==> src/rtl/rrwa_pkg.sv <==
// Shared types, widths and the quarter-wave sine table of the ripple warp address block.
`default_nettype none
package rrwa_pkg;

  localparam int CoordW  = 10;            // pixel coordinate
  localparam int SizeW   = 11;            // image size register
  localparam int RingW   = 9;             // ring index
  localparam int StepW   = 13;            // phase step
  localparam int AmpW    = 16;            // gains
  localparam int PhaseW  = 10;            // sine table address
  localparam int RadW    = 22;            // cx^2 + cy^2 and halfw^2 + halfh^2
  localparam int RadSclW = 40;            // radius scaled by rings^2
  localparam int AccW    = 42;            // d^2 * S accumulator
  localparam int DsW     = 32;            // d * S accumulator
  localparam int OffW    = 17;            // offset after the Q15 shift
  localparam int QtrN    = 257;           // quarter wave plus end point

  // APB register indexes
  localparam logic [2:0] RegWidth  = 3'd0;
  localparam logic [2:0] RegHeight = 3'd1;
  localparam logic [2:0] RegXAmp   = 3'd2;
  localparam logic [2:0] RegYAmp   = 3'd3;
  localparam logic [2:0] RegStep   = 3'd4;

  typedef logic [14:0] qsin_t [0:QtrN-1];

  // Ring search payload
  typedef struct packed {
    logic [CoordW-1:0]  px;
    logic [CoordW-1:0]  py;
    logic [RadSclW-1:0] rs;
    logic [AccW-1:0]    dsqs;
    logic [DsW-1:0]     ds;
    logic [RingW-1:0]   d;
  } srch_t;

  // Offset payload
  typedef struct packed {
    logic [CoordW-1:0]      px;
    logic [CoordW-1:0]      py;
    logic signed [OffW-1:0] offx;
    logic signed [OffW-1:0] offy;
  } offs_t;

  function automatic qsin_t qsin_build();
    qsin_t q;
    real   a;
    for (int j = 0; j < QtrN; j++) begin
      a    = $sin(j * 3.14159265358979323846 / 512.0) * 32767.0;
      q[j] = 15'($rtoi(a));
    end
    q[0]      = 15'd0;
    q[QtrN-1] = 15'd32767;
    return q;
  endfunction

  localparam qsin_t QSIN = qsin_build();

  // Full-wave Q15 sine from the quarter table
  function automatic logic signed [AmpW-1:0] sine_read(logic [PhaseW-1:0] j);
    logic [8:0]        k;
    logic [8:0]        idx;
    logic [AmpW-1:0]   v;
    k   = j[8:0];
    idx = (k <= 9'd256) ? k : 9'(10'd512 - {1'b0, k});
    v   = {1'b0, QSIN[idx]};
    return j[9] ? -$signed(v) : $signed(v);
  endfunction

endpackage
`default_nettype wire

==> src/rtl/rrwa_search.sv <==
// One bit of the ring index search: a stage that tests d|bit against the scaled radius.
`default_nettype none
module rrwa_search #(
  parameter int K = 8
) (
  input  wire logic                          clk,
  input  wire logic                          rst,
  input  wire logic [rrwa_pkg::RadW-1:0]     s_cfg,
  input  wire logic                          in_valid,
  output logic                               in_ready,
  input  wire rrwa_pkg::srch_t               in_data,
  output logic                               out_valid,
  input  wire logic                          out_ready,
  output rrwa_pkg::srch_t                    out_data
);

  logic [rrwa_pkg::AccW-1:0] cand;
  logic                      take;
  rrwa_pkg::srch_t           nxt;

  // (d + 2^K)^2 * S = d^2*S + d*S*2^(K+1) + S*2^(2K)
  always_comb begin
    cand = in_data.dsqs
         + (rrwa_pkg::AccW'(in_data.ds) << (K + 1))
         + (rrwa_pkg::AccW'(s_cfg) << (2 * K));
    take = cand <= rrwa_pkg::AccW'(in_data.rs);
    nxt  = in_data;
    if (take) begin
      nxt.d    = in_data.d | rrwa_pkg::RingW'(1 << K);
      nxt.dsqs = cand;
      nxt.ds   = in_data.ds + (rrwa_pkg::DsW'(s_cfg) << K);
    end
  end

  assign in_ready = !out_valid || out_ready;

  always_ff @(posedge clk) begin
    if (rst) begin
      out_valid <= 1'b0;
    end else if (in_ready) begin
      out_valid <= in_valid;
    end
  end

  always_ff @(posedge clk) begin
    if (in_ready && in_valid) begin
      out_data <= nxt;
    end
  end

endmodule
`default_nettype wire

==> config.mk <==
export PLATFORM = sky130hd
export DESIGN_NAME = rrwa_search
export DESIGN_NICKNAME = d
export VERILOG_FILES = /design/src/rtl/rrwa_pkg.sv /design/src/rtl/rrwa_search.sv
export SDC_FILE = /design/constraint.sdc
export NUM_CORES = 1
export LEC_CHECK = 0
export BUFFER_PORTS_ARGS = -buffer_cell sky130_fd_sc_hd__buf_4
export CORE_MARGIN = 4
export CORE_UTILIZATION = 32
export DETAILED_ROUTE_END_ITERATION = 12
export PLACE_DENSITY = 0.54
export REMOVE_ABC_BUFFERS = 1
export SETUP_SLACK_MARGIN = 0.05
export SLEW_MARGIN = 5
export SYNTH_ARGS = -nofsm -noshare
export SYNTH_HDL_FRONTEND = slang
export SYNTH_SLANG_ARGS = --single-unit
==> constraint.sdc <==
create_clock -name clk -period 5.4 [get_ports clk]
set_clock_uncertainty 0.2 [all_clocks]
set_input_delay 0.81 -clock clk [delete_from_list [all_inputs] [get_ports clk]]
set_output_delay 0.81 -clock clk [all_outputs]
set_load 0.02 [all_outputs]
Word level (Yosys, flattened, before mapping)
Index checks and enable logic that the tools add are counted.

Add/sub/neg operators: 3. Order comparisons: 1. Muxes and demuxes: 1. Reduce and logical (&&, ||, !) cells: 3.

Operators with widths (count): $mux 83 (1); $add 42x38->42 (1); $add 42x41->42 (1); $le 42x40->1 (1); $add 32x30->32 (1); $logic_and 1x1->1 (1); $logic_not 1->1 (1); $logic_or 1x1->1 (1).

Register bits after elaboration: 144. Input port bits: 169. Word-level logic and storage cells: 16.

Longest topological paths before layout
Word-level depth: 4. Depth in mapped cells: 23.

Least setup slack after synthesis
No wires, ideal clock.

Path type: input-to-reg. From: in s_cfg[0] in the netlist's numbering. To: reg out_data[73] in the netlist's numbering, data pin. Setup time: 0.260 ns. Arrival time: 5.463 ns. Data required time: 4.940 ns. Path slack: -0.523 ns. Stages on the path: 19. Cells stage by stage: inv_1 > fa_1 > inv_1 > ha_1 > nand2_1 > nor2_1 > a21oi_1 > a41oi_1 > or4_1 > a31oi_1 > o31ai_1 > xor2_1 > ha_1 > nand4_1 > nor4_1 > nand3_1 > a2111oi_4 > buf_6 > mux2_2.

RTL lines: start, declared (line rrwa_search.sv:8) `input wire logic [rrwa_pkg::RadW-1:0] s_cfg,`; end signal, assigned (line rrwa_search.sv:47) `out_data <= nxt;`; end, declared (line rrwa_search.sv:14) `output rrwa_pkg::srch_t out_data`.

==> metrics.yaml <==
detailed_routing:
  drtAntennaViolNets: 0
  num_vias: 7775
  drtIter0Drc: 321
  wirelength_mm: 30.1
  drt_pre_antenna_iters: 5
  avgRoutedWirePerCell_microns: 18.6
  viasPerCell: 4.79
  drc: 0
critical_path:
  critPathMaxFanout: 8
  critPathKind: "in -> reg"
  rrSetupSlack_ns: 3.09
  crit_arrival_ns: 5.57
  start_kind: "input pin"
  cp-end-kind: "flop"
  required_ns: 5.37
timing:
  drv_slew: 0
  min_period_over_period_pct: 104
  worst_pin_slew_ns: 0.952
  layout_min_cycle_time_ns: 5.59
  max_slew_margin_pct: 36.5
  fmax_ghz: 0.179
  finalSetupTns_ns: -8.56
  setup_ws_ns: -0.195
  final-setup-viol-count: 55
  hold_violations: 0
  rsz0062_at_grt: "true"
pwr:
  clockPowerShare_pct: 23.8
  p_int_mw: 3.30
  p_sw_mw: 1.73
  powerDensity_nw_per_um2: 347
  power_frac_comb_pct: 47.9
  leakagePower_nw: 6.52
  swShare_pct: 34.4
  ir_drop_v: 0.000202
  p_seq_share_pct: 28.3
cts:
  path_clk_slew_ns: 0.07
  h-tree-depth: 4
  clk_latency_ns: 0.42
  cts_buffers: 17
  clk_path_buf_depth: 2
  clock-sinks: 144
  cts_root_buf: "clkbuf_16"
  cts_tree: "done"
  ctsHoldBuffers: 0
die:
  die_y_microns: 178
  num_rows: 61
  io_pins: 314
  core_area_sq_um: 28200
  die_w_microns: 178
  initial_utilization_pct: 32.9
  die-area_sq_um: 31700
placed_design:
  place_congestion: 0.858
  portBuffers: 313
  placedInstanceArea_sq_um: 12900
  dpl.hpwl_mm: 22.6
logic_synthesis:
  netlist_instances: 761
  yosysSeqAreaShare_pct: 46.6
  synth_flop_cell: "edfxtp_1"
  netlist_top_cells_area: "edfxtp_1 (46%), ha_1 (14%), mux2_1 (5.7%)"
  netlist_area_sq_um: 9260
  synth_edf_count: 143
  synth_cell_types: 58
  synth_top_area_cell: "edfxtp_1"
  synth_warnings: 0
  yosys-top-cells-count: "edfxtp_1 (143), ha_1 (103), inv_1 (68), a21oi_1 (60), mux2_1 (47)"
  synth_most_common_cell: "edfxtp_1"
  async_flop_share_pct: 0
  synth-seq-cells: 144
  avgSynthCellArea_sq_um: 12.2
  netlist.area_leader.share_pct: 46.4
layout:
  final.fill_count: 2473
  drive_gt1_share_pct: 48.3
  finalNetCount: 1528
  antenna_cells: 0
  fin_area_sq_um: 14500
  area_growth_pct: 56.6
global_route:
  antenna_found_initial: 0
  first_global_vias: 8162
  gr-total-overflow: 0
  grt_pass1_wl_mm: 45.3
  grtUsageTotal_pct: 18.4
  grt_max_degree: 74
hold_path:
  min_path_type: "in -> reg"
job:
  cap_violations: 0
outcome:
  violations: "setup timing"
  status: "complete, but fails checks"
## area by class of cell
class | count | area, sq um | share of cell area (%)
tap | 378 | 473 | 3.26
clock inverter | 14 | 145 | 1.00
timing repair buffer | 463 | 3680 | 25.4
multi-input combinational | 538 | 5200 | 35.9
clock buffer | 18 | 429 | 2.96
sequential | 144 | 4310 | 29.8
inverter | 68 | 255 | 1.76
## flip-flops by register name, summed over array words and instances (netlist names)
name       count
out_valid      1
out_data     143
## cells in the final DEF (no fill, tap or decap), types with 3 or more instances in the layout
master	n
buf_16	7
fa_1	23
o21bai_1	6
a21boi_0	3
mux2_1	8
o21ai_1	6
a21o_1	23
nor3_1	5
clkbuf_16	17
a21oi_2	10
inv_6	5
o211ai_1	6
clkinv_4	3
mux2_4	40
clkinvlp_4	3
o21a_1	10
o31ai_4	3
nand2_1	24
buf_4	446
a21oi_1	50
nor2_1	25
o21ai_2	4
xor2_1	11
ha_1	93
inv_1	66
nor2b_1	12
buf_12	3
a211o_1	3
o21ai_0	30
ha_4	10
a211oi_1	6
xnor2_1	27
nand2b_1	8
a31oi_1	3
xnor2_2	6
edfxtp_1	143
buf_6	7
nand4_1	13
nand3_1	13
## logic make-up after synthesis
kind of cell,Yosys count,share of synthesized area (%)
AO/OA/AOI/OAI,192,13.6
flip-flops,144,46.6
adder cells (fa/ha/maj),127,19.1
AND/OR/NAND/NOR,123,6.61
buffers and inverters,79,3.66
multiplexers,50,6.06
XOR/XNOR,46,4.35
## path summary, 6_finish.rpt
kind | from | endpoint | cells past startpoint
worst max-delay path | in_data[10] | out_data[80]$_DFFE_PP_ | 24
worst min-delay path | rst | out_valid$_SDFFE_PP0N_ | 2
worst max register to register | out_valid$_SDFFE_PP0N_ | out_data[66]$_DFFE_PP_ | 3
worst min register to register | out_valid$_SDFFE_PP0N_ | out_valid$_SDFFE_PP0N_ | 2
## routing by layer
metal | global-route usage [%] | wire, microns
met2 | 31.5 | 14500
met3 | 3.52 | 2030
met5 | 0 | 0
met4 | 4.42 | 521
met1 | 24.1 | 13000
## per-stage QoR
step	power [mW]	setup slack, ns	hold WS, ns	instances	util [%]
after detailed placement	3.31	-1.25	0.329	1558	45.9
after global placement	3.31	-1.18	0.310	1558	45.9
after CTS	4.99	-0.0846	0.311	1616	50.8
after floorplan	2.47	-2.04	0.529	750	-
final	5.03	-0.195	0.328	1623	51.5
after global routing	5.32	-0.371	0.305	1623	51.5
## what timing repair did
item | in CTS | in global routing
pin swaps | 59 | 30
hold endpoints to repair | 0 | 0
cloned | 6 | 0
setup buffers | 21 | 7
resized for setup | 113 | 24
endpoints found under the setup margin | 58 | 58
## worst max-delay path, cell delays in order
cell	delay, ns
buf_6	0.10
ha_4	0.26
ha_4	0.13
inv_2	0.03
fa_2	0.36
nor2b_4	0.15
o2111ai_4	0.14
a211o_1	0.32
a41oi_2	0.25
buf_4	0.16
a21o_1	0.14
a21oi_2	0.09
buf_4	0.15
o21ba_4	0.21
xnor2_4	0.14
ha_1	0.29
nand4_1	0.12
nor4_2	0.34
nand3_1	0.17
a2111oi_4	0.38
buf_6	0.15
buf_12	0.16
buf_12	0.17
mux2_4	0.31
## power groups by stage
stage / combinational (mW) / clock (mW) / sequential (mW)
2_1_floorplan: 0.866 / 0 / 1.60
3_3_place_gp: 1.85 / 0 / 1.45
3_5_place_dp: 1.86 / 0 / 1.45
4_1_cts: 2.34 / 1.23 / 1.43
5_1_grt: 2.60 / 1.29 / 1.44
6_report: 2.41 / 1.20 / 1.43
Power figures use the tool's default switching activity.
